## src/sv/hsfc_pkg.sv

```systemverilog
// Package for the humidity sensor frame checker: types, constants, CRC-8 and
// the divide-by-full-scale helper. No dependencies.
`default_nettype none

package hsfc_pkg;

    typedef enum logic [1:0] {
        ST_OK       = 2'd0,
        ST_TEMP_BAD = 2'd1,
        ST_HUM_BAD  = 2'd2
    } t_status;

    // byte positions within a frame
    localparam logic [2:0] POS_T_MSB = 3'd0;
    localparam logic [2:0] POS_T_LSB = 3'd1;
    localparam logic [2:0] POS_T_CRC = 3'd2;
    localparam logic [2:0] POS_H_MSB = 3'd3;
    localparam logic [2:0] POS_H_LSB = 3'd4;
    localparam logic [2:0] POS_H_CRC = 3'd5;

    localparam logic [7:0]  CRC_INIT    = 8'hFF;
    localparam logic [7:0]  CRC_POLY    = 8'h31;
    localparam logic [15:0] FULL_SCALE  = 16'hFFFF;
    localparam int          PROD_W      = 31;
    localparam logic [14:0] TEMP_SPAN   = 15'd17500;
    localparam logic [13:0] HUM_SPAN    = 14'd10000;
    localparam logic [14:0] TEMP_OFFSET = 15'd4500;
    // half of the full scale, rounded down: gives round-half-up after the divide
    localparam logic [PROD_W-1:0] ROUND_HALF = PROD_W'(32767);

    typedef struct packed {
        t_status     status;
        logic [15:0] temp_raw;
        logic [15:0] hum_raw;
    } t_frame;

    function automatic logic [7:0] crc8_feed(input logic [7:0] crc, input logic [7:0] data);
        logic [7:0] c;
        c = crc ^ data;
        for (int k = 0; k < 8; k++) begin
            c = c[7] ? ((c << 1) ^ CRC_POLY) : (c << 1);
        end
        return c;
    endfunction

    // floor(m / 65535): m = hi*65536 + lo, and hi + lo stays below twice 65535
    function automatic logic [14:0] div_full_scale(input logic [PROD_W-1:0] m);
        logic [14:0] hi;
        logic [16:0] s;
        hi = m[PROD_W-1:16];
        s  = 17'(hi) + 17'(m[15:0]);
        return hi + 15'(s >= 17'(FULL_SCALE));
    endfunction

endpackage

`default_nettype wire

```

## src/sv/hsfc_in_if.sv

```systemverilog
// Input channel of the humidity sensor frame checker: one frame byte per item.
// No dependencies.
`default_nettype none

interface hsfc_in_if;
    logic       valid;
    logic       ready;
    logic [7:0] byte_value;
    logic       frame_start;

    modport source (output valid, output byte_value, output frame_start, input ready);
    modport sink   (input valid, input byte_value, input frame_start, output ready);
endinterface

`default_nettype wire

```

## src/sv/hsfc_frame.sv

```systemverilog
// Frame assembly: input register, byte position, running CRC-8 and word capture;
// emits one frame record after the sixth byte. Depends on hsfc_pkg, hsfc_in_if.
`default_nettype none

module hsfc_frame (
    input  wire logic          i_clk,
    input  wire logic          i_rst_n,
    hsfc_in_if.sink            i_in,
    output logic               o_frm_valid,
    output hsfc_pkg::t_frame   o_frm,
    input  wire logic          i_frm_ready
);

    logic             r_in_v;
    logic [7:0]       r_byte;
    logic             r_start;
    logic [2:0]       r_pos,  n_pos;
    logic [7:0]       r_crc,  n_crc;
    logic [15:0]      r_traw, n_traw;
    logic [15:0]      r_hraw, n_hraw;
    logic             r_tbad, n_tbad;
    logic             r_frm_v, n_frm_v;
    hsfc_pkg::t_frame r_frm, n_frm;

    logic       frm_en;
    logic       in_ready;
    logic       take;
    logic       done;
    logic       hum_bad;
    logic [2:0] pos;
    logic [7:0] crc_seed;
    logic [7:0] crc_new;

    assign frm_en   = !r_frm_v || i_frm_ready;
    assign in_ready = !r_in_v || frm_en;
    assign take     = r_in_v && frm_en;
    assign i_in.ready = in_ready;

    always_comb begin
        // frame start restarts the count; unused positions count as the first byte
        pos = (r_start || r_pos > hsfc_pkg::POS_H_CRC) ? hsfc_pkg::POS_T_MSB : r_pos;
        crc_seed = (pos == hsfc_pkg::POS_T_MSB || pos == hsfc_pkg::POS_H_MSB)
                   ? hsfc_pkg::CRC_INIT : r_crc;
        crc_new  = hsfc_pkg::crc8_feed(crc_seed, r_byte);
        hum_bad  = (r_crc != r_byte);

        n_pos  = r_pos;
        n_crc  = r_crc;
        n_traw = r_traw;
        n_hraw = r_hraw;
        n_tbad = r_tbad;
        done   = 1'b0;

        if (take) begin
            case (pos)
                hsfc_pkg::POS_T_MSB: begin
                    n_crc  = crc_new;
                    n_traw = {r_byte, 8'h00};
                    n_pos  = hsfc_pkg::POS_T_LSB;
                end
                hsfc_pkg::POS_T_LSB: begin
                    n_crc  = crc_new;
                    n_traw = {r_traw[15:8], r_byte};
                    n_pos  = hsfc_pkg::POS_T_CRC;
                end
                hsfc_pkg::POS_T_CRC: begin
                    n_tbad = (r_crc != r_byte);
                    n_crc  = hsfc_pkg::CRC_INIT;
                    n_pos  = hsfc_pkg::POS_H_MSB;
                end
                hsfc_pkg::POS_H_MSB: begin
                    n_crc  = crc_new;
                    n_hraw = {r_byte, 8'h00};
                    n_pos  = hsfc_pkg::POS_H_LSB;
                end
                hsfc_pkg::POS_H_LSB: begin
                    n_crc  = crc_new;
                    n_hraw = {r_hraw[15:8], r_byte};
                    n_pos  = hsfc_pkg::POS_H_CRC;
                end
                hsfc_pkg::POS_H_CRC: begin
                    n_crc  = hsfc_pkg::CRC_INIT;
                    n_pos  = hsfc_pkg::POS_T_MSB;
                    done   = 1'b1;
                end
                default: begin
                    n_pos = r_pos;
                end
            endcase
        end

        // temperature mismatch wins over humidity mismatch
        n_frm.status   = r_tbad ? hsfc_pkg::ST_TEMP_BAD
                       : (hum_bad ? hsfc_pkg::ST_HUM_BAD : hsfc_pkg::ST_OK);
        n_frm.temp_raw = r_traw;
        n_frm.hum_raw  = r_hraw;

        n_frm_v = r_frm_v;
        if (frm_en) begin
            n_frm_v = take && done;
        end
    end

    always_ff @(posedge i_clk) begin
        if (!i_rst_n) begin
            r_in_v  <= 1'b0;
            r_pos   <= hsfc_pkg::POS_T_MSB;
            r_crc   <= hsfc_pkg::CRC_INIT;
            r_traw  <= '0;
            r_hraw  <= '0;
            r_tbad  <= 1'b0;
            r_frm_v <= 1'b0;
        end else begin
            if (in_ready) begin
                r_in_v <= i_in.valid;
            end
            r_pos   <= n_pos;
            r_crc   <= n_crc;
            r_traw  <= n_traw;
            r_hraw  <= n_hraw;
            r_tbad  <= n_tbad;
            r_frm_v <= n_frm_v;
        end
    end

    always_ff @(posedge i_clk) begin
        if (in_ready && i_in.valid) begin
            r_byte  <= i_in.byte_value;
            r_start <= i_in.frame_start;
        end
        if (take && done) begin
            r_frm <= n_frm;
        end
    end

    assign o_frm_valid = r_frm_v;
    assign o_frm       = r_frm;

endmodule

`default_nettype wire

```

## src/flat_wrapper.sv

```systemverilog
// flat-port wrapper written by rule: the top's interface ports become plain ports
module hsfc_frame_flat 
  (i_clk, i_rst_n, o_frm_valid, o_frm, i_frm_ready, i_in_valid, i_in_byte_value, i_in_frame_start, i_in_ready);
  hsfc_in_if i_in_i ();
  input  wire logic i_clk;
  input  wire logic i_rst_n;
  output logic o_frm_valid;
  output hsfc_pkg::t_frame o_frm;
  input  wire logic i_frm_ready;
  input wire logic [$bits(i_in_i.valid)-1:0] i_in_valid;
  input wire logic [$bits(i_in_i.byte_value)-1:0] i_in_byte_value;
  input wire logic [$bits(i_in_i.frame_start)-1:0] i_in_frame_start;
  output wire logic [$bits(i_in_i.ready)-1:0] i_in_ready;
  assign i_in_i.valid = i_in_valid;
  assign i_in_i.byte_value = i_in_byte_value;
  assign i_in_i.frame_start = i_in_frame_start;
  assign i_in_ready = i_in_i.ready;
  hsfc_frame u_core (.i_clk(i_clk), .i_rst_n(i_rst_n), .i_in(i_in_i), .o_frm_valid(o_frm_valid), .o_frm(o_frm), .i_frm_ready(i_frm_ready));
endmodule
```

## config.mk

```make
export PLATFORM = sky130hd
export DESIGN_NAME = hsfc_frame_flat
export DESIGN_NICKNAME = d
export VERILOG_FILES = /design/src/sv/hsfc_pkg.sv /design/src/sv/hsfc_in_if.sv /design/src/sv/hsfc_frame.sv /design/src/flat_wrapper.sv
export SDC_FILE = /design/constraint.sdc
export NUM_CORES = 1
export LEC_CHECK = 0
export BUFFER_PORTS_ARGS = -buffer_cell sky130_fd_sc_hd__buf_4
export CORE_ASPECT_RATIO = 0.9
export CORE_MARGIN = 10
export CORE_UTILIZATION = 43
export CTS_CLUSTER_SIZE = 28
export DETAILED_ROUTE_END_ITERATION = 10
export GPL_TIMING_DRIVEN = 0
export HOLD_SLACK_MARGIN = 0.06
export REMOVE_ABC_BUFFERS = 1
export SLEW_MARGIN = 15
export SYNTH_ARGS = -nofsm -noshare
export SYNTH_HDL_FRONTEND = slang
export SYNTH_SLANG_ARGS = --single-unit
```

## constraint.sdc

```tcl
create_clock -name i_clk -period 2.45 [get_ports i_clk]
set_input_delay 0.245 -clock i_clk [delete_from_list [all_inputs] [get_ports i_clk]]
set_output_delay 0.245 -clock i_clk [all_outputs]
set_load 0.01 [all_outputs]
```

==> metrics.md <==
| Metric | Value |
|---|---|
| Crit Path Max Fanout | `17` |
| PD cells | `702 mW/mm2` |
| EDFF count, synth | `43` |
| Critical Path RT | `between 2 and 3 ns` |
| Total GRT Usage | `0.123` |
| Worst skew pair latency | `around 0.36 ns` |
| Total power | `approximately 2.9 mW` |
| Vias per Instance | `between 5 and 6` |
| Top Ports | `49` |
| Seq pwr share | `0.564` |
| Die H | `106 um` |
| RSZ-0062 raised after global routing | `no` |
| DPL Wire Length | `4740 um` |
| Setup Buffers After CTS | `0` |
| Htree depth | `3` |
| CP Launch Point | `u_core.o_frm_valid` |
| FF-to-FF path depth | `5` |
| Share of the clock period used by the worst path | `0.840` |
| Min-delay worst type | `in2reg` |
| Cell Area, Synth | `0.00350 mm2` |
| Setup Skew | `around 0.0062 ns` |
| Initial antenna violation count | `0` |
| Int Power | `2.20 mW` |
| Clock sink count | `89` |
| First-pass GRT wire length | `11,800 um` |
| Worst-margin pin slew | `1.05 ns` |
| FF-to-FF End | `u_core.r_hraw[4]` |
| Fraction of layout cells with a size suffix above 1 | `0.212` |
| Placed Instances | `428` |
| Number of I/O port buffers | `48` |
| Worst hold stages | `2` |
| CP Capture Type | `flop` |
| Die W | `115 um` |
| Final hold violation count | `0` |
| Initial Util | `0.438` |
| GPL Wtd Cong | `0.833` |
| Fill count | `slightly above 700` |
| Hold Startpoint | `i_rst_n` |
| Largest net degree at the start of global routing | `39` |
| Root buffer cell | `clkbuf_8` |
| Post-layout min period | `between 2 and 2.5 ns` |
| Vias in the first global route | `2,206` |
| Antenna Violating Nets Remaining | `0` |
| Worst slew margin | `0.294` |
| Max Fclk | `486 MHz` |
| Hold WS | `0.0830 ns` |
| Diode count | `0` |
| Internal reg-to-reg setup slack | `0.39 ns` |
| Iteration-0 DRC Markers | `151` |
| Ys async rst share | `0` |
| CTS Buf Count | `9` |
| Reg clk slew, reported paths | `around 0.09 ns` |
| Area Growth Syn to Fin | `19.3%` |
| WL/cell | `16.0 um` |
| Setup TNS | `0 ns` |
| Layout Cells excl Fill | `around 450` |
| Sequential fraction of the synthesis area | `0.631` |
| TritonCTS clock tree | `done` |
| Drt first pass iters | `4` |
| Max IR drop VDD | `0.464 mV` |
| Fin nets | `362` |
| Slew Limit Fails | `0` |
| Dominant cell type by area after synthesis | `edfxtp_1` |
| CORE AREA | `between 0.007 and 0.008 mm2` |
| Maxcap violations | `0` |
| Post-synth top flop | `dfxtp_1` |
| Row Count | `31` |
| Clock power frac | `0.353` |
| Hold Path End | `u_core.r_crc[3]` |
| Status | `finished, final reports clean` |
| Remaining global-route overflow | `0` |
| Synth cell count leaders | `46 x dfxtp_1, 43 x edfxtp_1, 42 x nor2_1` |
| Yosys top cell area share | `0.369` |
| Psw | `between 0.7 and 0.8 mW` |
| Top-count cell post-synth | `dfxtp_1` |
| CP startpoint kind | `flop` |
| Setup-failing EPs final | `0` |
| Clock Tree Buf Depth | `2` |
| Critical R2R Launch | `u_core.o_frm_valid` |
| Mapped Cells | `301` |
| Routed vias | `2,277` |
| Crit Path Category | `reg2reg` |
| Cell variety after synth | `35` |
| Synthesis Warnings | `0` |
| Drc violations | `0` |
| Switching share of total power | `0.251` |
| Largest cells by area after synthesis | `edfxtp_1 37%, dfxtp_1 26%, nor2_1 4.5%` |
| Crit path DAT | `about 2.3 ns` |
| Combinational fraction of design power | `0.082` |
| Synth Area per Inst | `11.6 um2` |
| Routed WL | `7270 um` |
| Yosys reg bits | `89` |
| Leak | `between 1 and 1.5 nW` |
| Die Area | `roughly 0.012 mm2` |
## metrics by stage
stage	area (um2)	utilization	setup slack [ns]
after global routing	4180	0.523	0.180
after global placement	3890	0.487	0.0909
final	4180	0.523	0.391
after CTS	4180	0.523	0.390
after detailed placement	3890	0.487	0.375
after floorplan	3400	-	0.518
## cell usage in the layout, fill, tap and decap left out, types with 2 or more instances in the layout
| master | n |
|---|---|
| buf_4 | 48 |
| dfxtp_1 | 46 |
| edfxtp_1 | 43 |
| nor2_1 | 42 |
| a21oi_1 | 29 |
| nand2_1 | 22 |
| nand3_1 | 20 |
| xnor2_1 | 17 |
| xor2_1 | 11 |
| a22oi_1 | 9 |
| clkbuf_8 | 9 |
| dlygate4sd3_1 | 9 |
| mux2i_1 | 8 |
| xnor2_2 | 3 |
| and2_1 | 2 |
| inv_1 | 2 |
| nor2b_1 | 2 |
| nand3b_1 | 2 |
| nor4_1 | 2 |
| o21ai_1 | 2 |
| o21ai_0 | 2 |
| nand3_2 | 2 |
| xor2_4 | 2 |
| inv_6 | 2 |
| clkinvlp_4 | 2 |
## what timing repair did
| item | CTS | global route |
|---|---|---|
| hold buffers | 9 | 0 |
| gates resized for setup | 0 | 0 |
| endpoints found under the hold margin | 9 | 0 |
## power groups by stage
stage                     sequential, mW  clock [mW]  combinational [mW]
after detailed placement            1.69           0               0.229
final                               1.66        1.04               0.241
after global routing                1.66        1.12               0.268
after floorplan                     1.66           0               0.184
after CTS                           1.66        1.06               0.242
after global placement              1.69           0               0.226
## flip-flops by register name (all words and copies together), names as in the netlist
name / flops
u_core.o_frm: 34
u_core.o_frm_valid: 1
u_core.r_byte: 8
u_core.r_crc: 8
u_core.r_hraw: 16
u_core.r_in_v: 1
u_core.r_pos: 3
u_core.r_start: 1
u_core.r_tbad: 1
u_core.r_traw: 16
## routing by layer
| layer | share of wire | global-route usage | up-vias |
|---|---|---|---|
| li1 | - | - | 1130 |
| met1 | 0.45 | 0.159 | 1071 |
| met2 | 0.44 | 0.177 | 63 |
| met3 | 0.086 | 0.0539 | 13 |
| met4 | 0.022 | 0.0433 | 0 |
| met5 | 0 | 0 | - |
## worst max-delay path: stages, from the launching register on
cell      delay [ns]
dfxtp_1         0.35
nand2b_1        0.11
and2_1          0.38
nand4_1         0.68
nand3_1         0.30
a21oi_1         0.10
## worst max-delay path by stage
stage,endpoint,slack (ns)
floorplan,u_core.o_frm[0],0.52
global placement,u_core.o_frm[29],0.09
detailed placement,u_core.r_hraw[5],0.38
CTS,u_core.r_crc[0],0.39
global route,u_core.r_hraw[5],0.18
finish,u_core.r_hraw[4],0.39
## cells by family (layout without fill, tap and decap cells)
group,after synthesis,in the layout,synth area share
multiplexers,8,8,0.0229
buffers and inverters,24,77,0.0329
AO/OA/AOI/OAI,47,47,0.0771
XOR/XNOR,34,34,0.104
flip-flops,89,89,0.631
AND/OR/NAND/NOR,99,99,0.131
## cell type report
class	count	area, um2	share of cell area
Timing Repair Buffer	57	450	0.108
Clock inverter	6	73.8	0.0177
Tap cell	99	124	0.0296
Inverter	4	15.0	0.00359
Clock buffer	10	128	0.0305
Multi-Input combinational cell	188	1180	0.281
Sequential cell	89	2210	0.529
(Power assumes the default switching activity.)
